**config.mk**
```make
export PLATFORM = sky130hd
export DESIGN_NAME = q4k_block_scale_product_unpacker_top
export DESIGN_NICKNAME = d
export VERILOG_FILES = /design/src/hw/rtl/q4k_pkg.sv /design/src/hw/rtl/q4k_half_cvt.sv /design/src/hw/rtl/q4k_group_regs.sv /design/src/hw/rtl/q4k_block_scale_product_unpacker_top.sv
export VERILOG_INCLUDE_DIRS = /design/src /design/src/hw/rtl
export SDC_FILE = /design/constraint.sdc
export NUM_CORES = 1
export LEC_CHECK = 0
export ABC_AREA = 1
export BUFFER_PORTS_ARGS = -buffer_cell sky130_fd_sc_hd__buf_4
export CORE_UTILIZATION = 55
export DETAILED_ROUTE_END_ITERATION = 10
export GPL_TIMING_DRIVEN = 0
export PLACE_DENSITY_LB_ADDON = 0.15
export RECOVER_POWER = 100
export SLEW_MARGIN = 30
export SYNTH_ARGS = -nofsm -noshare
export SYNTH_HDL_FRONTEND = slang
export SYNTH_SLANG_ARGS = --single-unit
```
**constraint.sdc**
```tcl
create_clock -name clk_i -period 9.6 [get_ports clk_i]
set_input_delay 0 -clock clk_i [delete_from_list [all_inputs] [get_ports clk_i]]
set_output_delay 0 -clock clk_i [all_outputs]
set_load 0.005 [all_outputs]
```
**src/hw/rtl/assert_macros.svh**
```systemverilog
`ifndef ASSERT_MACROS_SVH
`define ASSERT_MACROS_SVH

// Invariant checked on every clock edge outside reset.
`define ASSERT_ALWAYS(lbl, clk, rstn, prop) \
  lbl: assert property (@(posedge clk) disable iff (!rstn) (prop)) \
    else $error("assertion failed");

// Same-cycle implication.
`define ASSERT_IMPL(lbl, clk, rstn, ante, cons) \
  lbl: assert property (@(posedge clk) disable iff (!rstn) (ante) |-> (cons)) \
    else $error("assertion failed");

// Next-cycle implication.
`define ASSERT_NEXT(lbl, clk, rstn, ante, cons) \
  lbl: assert property (@(posedge clk) disable iff (!rstn) (ante) |=> (cons)) \
    else $error("assertion failed");

`endif

```
**src/hw/rtl/q4k_pkg.sv**
```systemverilog
`default_nettype none
package q4k_pkg;

  localparam int unsigned BlockBytes = 144;
  localparam int unsigned ScaleBase  = 4;
  localparam int unsigned ScaleLast  = 15;
  localparam int unsigned NibbleBase = 16;
  localparam int unsigned ScaleRegs  = 11;
  localparam int unsigned NumGroups  = 8;

  typedef enum logic [1:0] {
    KindScale   = 2'd0,
    KindMin     = 2'd1,
    KindProduct = 2'd2
  } q4k_kind_e;

  typedef struct packed {
    logic [7:0] byte_value;
    logic [7:0] pos;
  } q4k_item_t;

  typedef struct packed {
    logic [5:0] scale0;
    logic [5:0] min0;
    logic [5:0] scale1;
    logic [5:0] min1;
  } q4k_grp_t;

endpackage
`default_nettype wire

```
**src/hw/rtl/q4k_half_cvt.sv**
```systemverilog
`default_nettype none
module q4k_half_cvt (
  input  logic [15:0] half_i,
  output logic [31:0] single_o
);

  logic [4:0] e;
  logic [9:0] m;
  logic [3:0] lead;
  logic [3:0] shamt;
  logic [7:0] sub_exp;
  logic [9:0] sub_man;
  logic [7:0] norm_exp;
  logic [30:0] mag;

  assign e = half_i[14:10];
  assign m = half_i[9:0];

  always_comb begin
    lead = 4'd0;
    for (int i = 0; i < 10; i++) begin
      if (m[i]) begin
        lead = 4'(i);
      end
    end
  end

  assign shamt    = 4'd10 - lead;
  assign sub_exp  = 8'd103 + {4'b0, lead};
  assign sub_man  = m << shamt;
  assign norm_exp = {3'b0, e} + 8'd112;

  always_comb begin
    priority if (e == 5'd0 && m == 10'd0) begin
      mag = '0;
    end else if (e == 5'd0) begin
      mag = {sub_exp, sub_man, 13'd0};
    end else if (e == 5'h1f) begin
      mag = {8'hff, m, 13'd0};
    end else begin
      mag = {norm_exp, m, 13'd0};
    end
  end

  assign single_o = {half_i[15], mag};

endmodule
`default_nettype wire

```
**src/hw/rtl/q4k_group_regs.sv**
```systemverilog
`default_nettype none
module q4k_group_regs (
  input  logic               clk_i,
  input  logic               step_i,
  input  q4k_pkg::q4k_item_t item_i,
  output q4k_pkg::q4k_grp_t  grp_o
);
  import q4k_pkg::*;

  logic [7:0]  raw_q [ScaleRegs];
  logic [11:0] grp_q [NumGroups];
  logic [11:0] grp_d [NumGroups];
  logic [7:0]  all_b [ScaleRegs + 1];
  logic [7:0]  off;
  logic [3:0]  widx;
  logic [4:0]  nib_j;
  logic        wr_raw;
  logic        load_grp;
  logic        rot_grp;

  assign off      = item_i.pos - 8'(ScaleBase);
  assign widx     = off[3:0];
  assign nib_j    = 5'(item_i.pos - 8'(NibbleBase));
  assign wr_raw   = step_i && item_i.pos >= 8'(ScaleBase) && item_i.pos < 8'(ScaleLast);
  assign load_grp = step_i && item_i.pos == 8'(ScaleLast);
  // chunk boundaries: last byte of each 32-byte chunk
  assign rot_grp  = step_i && item_i.pos >= 8'(NibbleBase) && nib_j == 5'h1f;

  always_comb begin
    for (int k = 0; k < ScaleRegs; k++) begin
      all_b[k] = raw_q[k];
    end
    all_b[ScaleRegs] = item_i.byte_value;
  end

  // group entry: {scale, min}
  always_comb begin
    for (int g = 0; g < 4; g++) begin
      grp_d[g]     = {all_b[g][5:0], all_b[g+4][5:0]};
      grp_d[g + 4] = {all_b[g][7:6], all_b[g+8][3:0], all_b[g+4][7:6], all_b[g+8][7:4]};
    end
  end

  always_ff @(posedge clk_i) begin
    if (wr_raw) begin
      raw_q[widx] <= item_i.byte_value;
    end
  end

  always_ff @(posedge clk_i) begin
    if (load_grp) begin
      for (int g = 0; g < NumGroups; g++) begin
        grp_q[g] <= grp_d[g];
      end
    end else if (rot_grp) begin
      for (int g = 0; g < NumGroups - 2; g++) begin
        grp_q[g] <= grp_q[g + 2];
      end
    end
  end

  assign grp_o.scale0 = grp_q[0][11:6];
  assign grp_o.min0   = grp_q[0][5:0];
  assign grp_o.scale1 = grp_q[1][11:6];
  assign grp_o.min1   = grp_q[1][5:0];

endmodule
`default_nettype wire

```
**src/hw/rtl/q4k_block_scale_product_unpacker_top.sv**
```systemverilog
`default_nettype none
// Q4_K super-block unpacker. Bytes of a 144-byte super-block enter one per
// transaction on the input channel (block_start_i marks byte 0; the byte
// counter also wraps after byte 143 on its own). Bytes 1 and 3 give the
// super-scale and super-min as float32 bits, each nibble byte from 16 on
// gives two scaled products with their position and group mins, and the
// remaining bytes give no result. One transaction is accepted every cycle
// while the input is not stalled; a byte is captured in an input register,
// and its result is loaded from there into the result register through one
// combinational step. The input stalls only while the result register holds
// an untaken result and the output side stalls.
module q4k_block_scale_product_unpacker_top (
  input  logic        clk_i,
  input  logic        rst_ni,
  input  logic        in_valid_i,
  output logic        in_stall_o,
  input  logic [7:0]  byte_value_i,
  input  logic        block_start_i,
  output logic        out_valid_o,
  input  logic        out_stall_i,
  output logic [1:0]  kind_o,
  output logic [7:0]  position_o,
  output logic [9:0]  weight_low_o,
  output logic [9:0]  weight_high_o,
  output logic [5:0]  min_low_o,
  output logic [5:0]  min_high_o,
  output logic [31:0] float_bits_o
);
  import q4k_pkg::*;

  logic       in_acc;
  logic       adv;
  logic       s1_go;
  logic [7:0] cnt_q, cnt_d, pos_cur;
  logic       s1_v_q, s1_v_d;
  q4k_item_t  s1_q;
  logic [7:0] half_low_q;
  logic       out_v_q, out_v_d;

  logic       is_half_lo, is_scale_hi, is_min_hi, is_nib, res_has;
  q4k_grp_t   grp;
  logic [31:0] fbits;
  logic [7:0] q_off;
  q4k_kind_e  kind_d;
  logic [7:0] pos_d;
  logic [9:0] wlo_d, whi_d;
  logic [5:0] mlo_d, mhi_d;
  logic [31:0] fb_d;

  logic [1:0]  kind_q;
  logic [7:0]  pos_q;
  logic [9:0]  wlo_q, whi_q;
  logic [5:0]  mlo_q, mhi_q;
  logic [31:0] fb_q;

  assign adv        = !out_v_q || !out_stall_i;
  assign s1_go      = s1_v_q && adv;
  assign in_stall_o = s1_v_q && !adv;
  assign in_acc     = in_valid_i && !in_stall_o;

  assign pos_cur = block_start_i ? 8'd0 : cnt_q;
  assign cnt_d   = (pos_cur == 8'(BlockBytes - 1)) ? 8'd0 : pos_cur + 8'd1;
  assign s1_v_d  = in_acc ? 1'b1 : (s1_go ? 1'b0 : s1_v_q);

  always_ff @(posedge clk_i or negedge rst_ni) begin
    if (!rst_ni) begin
      cnt_q  <= '0;
      s1_v_q <= 1'b0;
    end else begin
      s1_v_q <= s1_v_d;
      if (in_acc) begin
        cnt_q <= cnt_d;
      end
    end
  end

  always_ff @(posedge clk_i) begin
    if (in_acc) begin
      s1_q.byte_value <= byte_value_i;
      s1_q.pos        <= pos_cur;
    end
  end

  assign is_half_lo  = s1_q.pos == 8'd0 || s1_q.pos == 8'd2;
  assign is_scale_hi = s1_q.pos == 8'd1;
  assign is_min_hi   = s1_q.pos == 8'd3;
  assign is_nib      = s1_q.pos >= 8'(NibbleBase);
  assign res_has     = is_scale_hi || is_min_hi || is_nib;

  always_ff @(posedge clk_i or negedge rst_ni) begin
    if (!rst_ni) begin
      half_low_q <= '0;
    end else if (s1_go && is_half_lo) begin
      half_low_q <= s1_q.byte_value;
    end
  end

  q4k_group_regs u_grp (
    .clk_i  (clk_i),
    .step_i (s1_go),
    .item_i (s1_q),
    .grp_o  (grp)
  );

  q4k_half_cvt u_cvt (
    .half_i   ({s1_q.byte_value, half_low_q}),
    .single_o (fbits)
  );

  assign q_off = s1_q.pos - 8'(NibbleBase);

  always_comb begin
    kind_d = KindProduct;
    pos_d  = '0;
    wlo_d  = '0;
    whi_d  = '0;
    mlo_d  = '0;
    mhi_d  = '0;
    fb_d   = '0;
    if (is_nib) begin
      pos_d = {q_off[6:5], 1'b0, q_off[4:0]};
      wlo_d = {6'd0, s1_q.byte_value[3:0]} * {4'd0, grp.scale0};
      whi_d = {6'd0, s1_q.byte_value[7:4]} * {4'd0, grp.scale1};
      mlo_d = grp.min0;
      mhi_d = grp.min1;
    end else begin
      kind_d = is_scale_hi ? KindScale : KindMin;
      fb_d   = fbits;
    end
  end

  assign out_v_d = adv ? (s1_v_q && res_has) : out_v_q;

  always_ff @(posedge clk_i or negedge rst_ni) begin
    if (!rst_ni) begin
      out_v_q <= 1'b0;
    end else begin
      out_v_q <= out_v_d;
    end
  end

  always_ff @(posedge clk_i) begin
    if (s1_go && res_has) begin
      kind_q <= kind_d;
      pos_q  <= pos_d;
      wlo_q  <= wlo_d;
      whi_q  <= whi_d;
      mlo_q  <= mlo_d;
      mhi_q  <= mhi_d;
      fb_q   <= fb_d;
    end
  end

  assign out_valid_o   = out_v_q;
  assign kind_o        = kind_q;
  assign position_o    = pos_q;
  assign weight_low_o  = wlo_q;
  assign weight_high_o = whi_q;
  assign min_low_o     = mlo_q;
  assign min_high_o    = mhi_q;
  assign float_bits_o  = fb_q;

`include "assert_macros.svh"

  `ASSERT_ALWAYS(a_cnt_range, clk_i, rst_ni, cnt_q < 8'(BlockBytes))
  `ASSERT_IMPL(a_stall_cause, clk_i, rst_ni, in_stall_o, out_valid_o && out_stall_i)
  `ASSERT_NEXT(a_scale_out, clk_i, rst_ni, s1_go && is_scale_hi,
               out_valid_o && kind_o == KindScale)
  `ASSERT_IMPL(a_float_clean, clk_i, rst_ni, out_valid_o && kind_o != KindProduct,
               position_o == 8'd0 && weight_low_o == 10'd0)

endmodule
`default_nettype wire
```
; After elaboration in Yosys (flattened, before gate mapping)
; Memories as Yosys holds them, arrays and structs flattened.
; Index checks and enable logic that the tools add are counted.
[word_totals]
in_bits = 13
output_inout_bits = 76
n_memories = 2
wordCells = 98
register_bits = 108
ramBits = 184
[op_classes]
eq_ne = 7
multipliers = 2
n_shift = 1
n_lt_le_gt_ge = 3
mux = 29
reduce_logical = 26
bitwise = 6
n_addsub = 6
[mem_list]
columns = name, depth, word_bits, rd, rd_clocked_by_memory_dff, wr, line_no
row1 = u_grp.grp_q, 8, 12, 8, 0, 8, q4k_group_regs.sv:11  ; logic [11:0] grp_q [NumGroups];
row2 = u_grp.raw_q, 11, 8, 11, 0, 1, q4k_group_regs.sv:10  ; logic [7:0] raw_q [ScaleRegs];
[ops]
columns = op, count
row1 = $mux W12, 6
row2 = $mux W31, 2
row3 = $mul A4 B6 Y10, 2
row4 = $eq A8 B2 Y1 const B, 2
row5 = $mux W8, 2
row6 = $logic_and A1 B1 Y1, 12
row7 = $mux W3, 4
row8 = $mux W1, 11
row9 = $eq A5 B5 Y1 const B, 2
row10 = $logic_not A10 Y1, 1
row11 = $shl A10 B4 Y10, 1
row12 = $add A5 B7 Y8 const B, 1
row13 = $add A7 B4 Y8 const A, 1
row14 = $add A8 B1 Y8 const B, 1
row15 = $eq A8 B1 Y1 const B, 1
row16 = $eq A8 B4 Y1 const B, 1
row17 = $eq A8 B8 Y1 const B, 1
row18 = $ge A8 B3 Y1 const B, 1
row19 = $ge A8 B5 Y1 const B, 1
row20 = $logic_not A8 Y1, 1
row21 = $lt A8 B4 Y1 const B, 1
row22 = $mux W4, 2
row23 = $sub A7 B5 Y7 const B, 1
row24 = $or A1 B1 Y1, 6
row25 = 9 further kinds, 16

; Logic depth before layout (Yosys ltp)
[logic_depth]
ltp_word = 12
mapped_depth = 18

; By module
; A second synthesis with hierarchy kept.
[hier_totals]
cells_unflattened = 1263
hier_area_um2 = 13995.9
[by_module_without_submodules]
columns = mod, area_per_inst_um2, cells_each, instances
row1 = q4k_group_regs, 7275.7, 493, 1
row2 = q4k_block_scale_product_unpacker_top, 5773.0, 599, 1
row3 = q4k_half_cvt, 947.2, 171, 1

; Worst setup path after synthesis
; OpenSTA, ideal clock, no wires.
[synth_path]
path_kind = register -> register
from = register s1_q[4] in the netlist's numbering
to = memory u_grp.grp_q[0][0] (enable)
path_stages_with_launch = 7
path_buffers = 0
slack_ns = 2.844
arrival_ns = 6.154
cell_sequence = edfxtp_1 > inv_1 > ha_1 > nand2_1 > nor2_1 > nand2_1 > o21ai_0
[synth_rtl]
columns = item, line_no
row1 = "start, declared", q4k_block_scale_product_unpacker_top.sv:36  ; q4k_item_t s1_q;
row2 = "end, declared", q4k_group_regs.sv:11

==> key figures <==
Status
  • Outcome: finished with violations
  • Failing checks: DRC, capacitance limit, slew limit

Floorplan
  • Die area: about 23000 µm²
  • Total core area: roughly 22000 µm²
  • Overall die height: roughly 150 µm
  • Top-Level Pins: just under 90
  • Number of placement rows: 54
  • Die extent in x: 152 µm
  • Initial core utilization: 0.565

Logic synthesis
  • Cell with the most instances after synthesis: sky130_fd_sc_hd__edfxtp_1
  • Yosys warnings: 0
  • Post-synth EDFFs: between 200 and 300
  • Cell types occupying the most area after synthesis: sky130_fd_sc_hd__edfxtp_1 (63%), sky130_fd_sc_hd__mux2_4 (8.3%), sky130_fd_sc_hd__nand2_1 (4.0%), sky130_fd_sc_hd__inv_1 (4.0%), sky130_fd_sc_hd__dfrtp_1 (3.6%)
  • Proportion of synthesized flip-flops having asynchronous set or reset: 0.0650
  • Synth Register Bits: between 200 and 300
  • Average size of a mapped cell: 13.4 µm²
  • Share of the synthesized area in the top cell type: 0.625
  • Post-synthesis cell count: between 900 and 1000
  • Number of different library cells in the post-synthesis netlist: 39
  • Biggest area consumer among synthesized cells: sky130_fd_sc_hd__edfxtp_1
  • Main flop type after synthesis: sky130_fd_sc_hd__edfxtp_1
  • Sequential share of the synthesized area: 0.661
  • Synthesized cell area: 12400 µm²
  • Most frequent cells after synthesis: sky130_fd_sc_hd__edfxtp_1 (259), sky130_fd_sc_hd__nand2_1 (134), sky130_fd_sc_hd__inv_1 (131)

Clock network
  • Number of buffers added by the clock tree synthesis step: 28
  • Resized Gates After CTS: 0
  • Number of buffers on the longest clock path: 3
  • Clk sink count: approximately 280
  • Clock tree from TritonCTS: done
  • Clock Tree Root: sky130_fd_sc_hd__clkbuf_16
  • Clock latency on the worst-skew pair: 560 ps
  • Clock-pin slew on the worst setup and hold paths: approximately 60 ps
  • CTS H-tree depth: 1

Pwr
  • Total design power: around 0.0029 W
  • Peak supply drop: about 0.17 mV
  • Power per unit of standard cell area: around 200 nW/µm²
  • Leakage power of the design: roughly 5.7 nW

Finish
  • Area added between synthesis and finish: 13.0%
  • Area used by sequential logic in the layout: 8230 µm²
  • Final antenna diode count: 0
  • Share of final-layout standard cells stronger than drive strength 1: 0.132
  • Fill cells: 1725
  • Area of combinational cells with multiple inputs: 3240 µm²
  • Post-layout nets: approximately 1100

STA
  • Final number of setup-violating endpoints: 0
  • Final worst-path cycle share: 0.622
  • Count of final max-slew check failures: 61
  • Final-layout worst hold slack: ~180 ps
  • Layout Skew: just over 30 ps
  • Slew at the pin with the worst max-slew slack: about 2500 ps
  • Final critical delay including setup and external delays: 5980 ps
  • Worst slew margin relative to its limit: -0.664
  • Fmax: around 170 MHz
  • Setup repair after global routing missed its margin: no
  • Hold Vio Cnt, Final: 0

Setup path
  • CP Data Required Time: about 10000 ps
  • Launching element of the worst setup path: s1_q[4]
  • Data arrival time at the worst-slack endpoint: ~6200 ps
  • Maximum single-stage delay on the critical path: between 900 and 1000 ps
  • Flop-to-flop setup slack: about 3600 ps
  • Critical path launch point type: flip-flop
  • Critical path cell sequence: inv_1, ha_1, nand2_1, nor2_1, nand2_1, clkinvlp_2, nor2_1, nand3_1, clkbuf_1, o21ai_0, clkbuf_1, clkbuf_1
  • Maximum net fanout on the critical path: 18
  • Master of the slowest instance on the critical path: sky130_fd_sc_hd__o21ai_0
  • RR Startpoint: s1_q[4]
  • Critical path type: flip-flop to flip-flop
  • Most used cell, CP: sky130_fd_sc_hd__clkbuf_1
  • Sort of element at the end of the critical path: flip-flop

Global route
  • Number of global-route vias before repair: 6973
  • Antenna violations before repair: 0
  • Grt ovf: 0
  • Wire length of the first global-routing pass: between 30000 and 40000 µm
  • Global-route usage over all layers: 0.210
  • Pin count of the biggest net entering global routing: 42

Detailed routing
  • Post-detailed-route wirelength per cell: 17.3 µm
  • ANT nets after route: 0
  • Starting DRT DRC Count: approximately 410
  • DR pass1 iterations: 10
  • Total via count after detailed routing: around 7000
  • DRC violations left: 6
  • Total wire length: between 20000 and 25000 µm
  • Via density per instance: 5.15

Min path
  • Min-delay worst type: input pin to flip-flop
  • HP Start: byte_value_i[6]

Placed design
  • Last weighted congestion value of the routability-driven placer: between 0.8 and 0.9
  • Detailed placement HPWL: 15700 µm
  • Quantity of I/O buffers inserted on ports: 73

Run
  • Max cap viols: 2
==> routing by layer <==
metal  track usage  share of wire  vias to the layer above
li1              -              -                     3433
met1         0.285           0.45                     3373
met2         0.347           0.47                      194
met3        0.0290          0.046                       45
met4        0.0827          0.034                        0
met5             0              0                        -
==> sequential cells by signal, indices dropped and copies added, names as in the netlist <==
signal         flops
cnt_q              8
weight_high_o     10
s1_v_q             1
min_low_o          6
position_o         7
min_high_o         6
weight_low_o      10
u_grp.grp_q       96
float_bits_o      18
kind_o             2
out_valid_o        1
half_low_q         8
s1_q              16
u_grp.raw_q       88
==> critical path, delay by kind of cell, from the launching register on <==
kind / cells / cell delay (ps)
AOI/OAI and AO/OA: 1 / 990
adders and majority gates: 1 / 200
and+or+nand+nor: 5 / 1290
buffers and inverters: 5 / 2710
DFF: 1 / 410
==> repair_timing <==
action	CTS	global route
hold endpoints to repair	39	0
endpoints found under the setup margin	0	0
hold buffers	13	0
setup buffers	0	0
==> cells by family (layout without fill, tap and decap cells) <==
group                      Yosys count  count (layout)  synth area share
AOI/OAI and AO/OA                   89              89            0.0384
xor gates and xnor gates             5               5           0.00503
adders and majority gates           49              49            0.0589
buffers and inverters              171             315            0.0608
DFF                                277             277             0.661
muxes                               72              72            0.0860
other                                1              14          0.000301
and+or+nand+nor                    268             268            0.0893
==> placed cells by master (no fill, tap or decap), drive strengths merged, types with 4 or more instances in the layout <==
cell	n
fa	16
nor3	5
clkbuf	132
buf	18
dlygate4sd3	12
ha	33
nor2	89
o211ai	4
conb	14
nand3	33
clkinv	20
o21ai	36
mux2	72
nand2	138
a21oi	43
edfxtp	259
inv	130
dfrtp	18
==> final timing paths <==
path,to,depth (start not counted)
min in group asynchronous,half_low_q[2],3
max in group asynchronous,cnt_q[5],3
worst min-delay path,s1_q[14],2
worst min register to register,u_grp.grp_q[0][74],0
worst max register to register,u_grp.grp_q[0][37],12
worst max-delay path,u_grp.grp_q[0][37],12
==> layout make-up <==
| cell class | instances | share of cell area |
|---|---|---|
| sequential | 277 | 0.585 |
| clock inverter | 20 | 0.0101 |
| multi-input combinational | 497 | 0.230 |
| inverter | 133 | 0.0357 |
| clock buffer | 32 | 0.0509 |
| tap | 280 | 0.0249 |
| timing repair buffer | 92 | 0.0489 |
| buffer | 38 | 0.0142 |
==> report_power, final <==
| group | switching (W) | leakage [nW] | internal, W |
|---|---|---|---|
| clock network | 0.000445 | 0.422 | 0.000562 |
| logic | 0.000242 | 2.63 | 0.000146 |
| registers | 0.0000565 | 2.62 | 0.00140 |
| total | 0.000743 | 5.68 | 0.00211 |
==> metrics by stage <==
step | util | setup TNS [ps] | cell area (µm²) | cells | setup WS (ps)
floorplan | - | 0 | 12500 | 945 | 2840
global placement | 0.608 | -2110 | 13400 | 1298 | -31.2
detailed placement | 0.615 | 0 | 13500 | 1304 | 5630
CTS | 0.660 | 0 | 14500 | 1369 | 5570
global route | 0.638 | 0 | 14100 | 1369 | 3020
finish | 0.638 | 0 | 14100 | 1369 | 3620
Note: power is estimated with default switching activity, not from simulation.
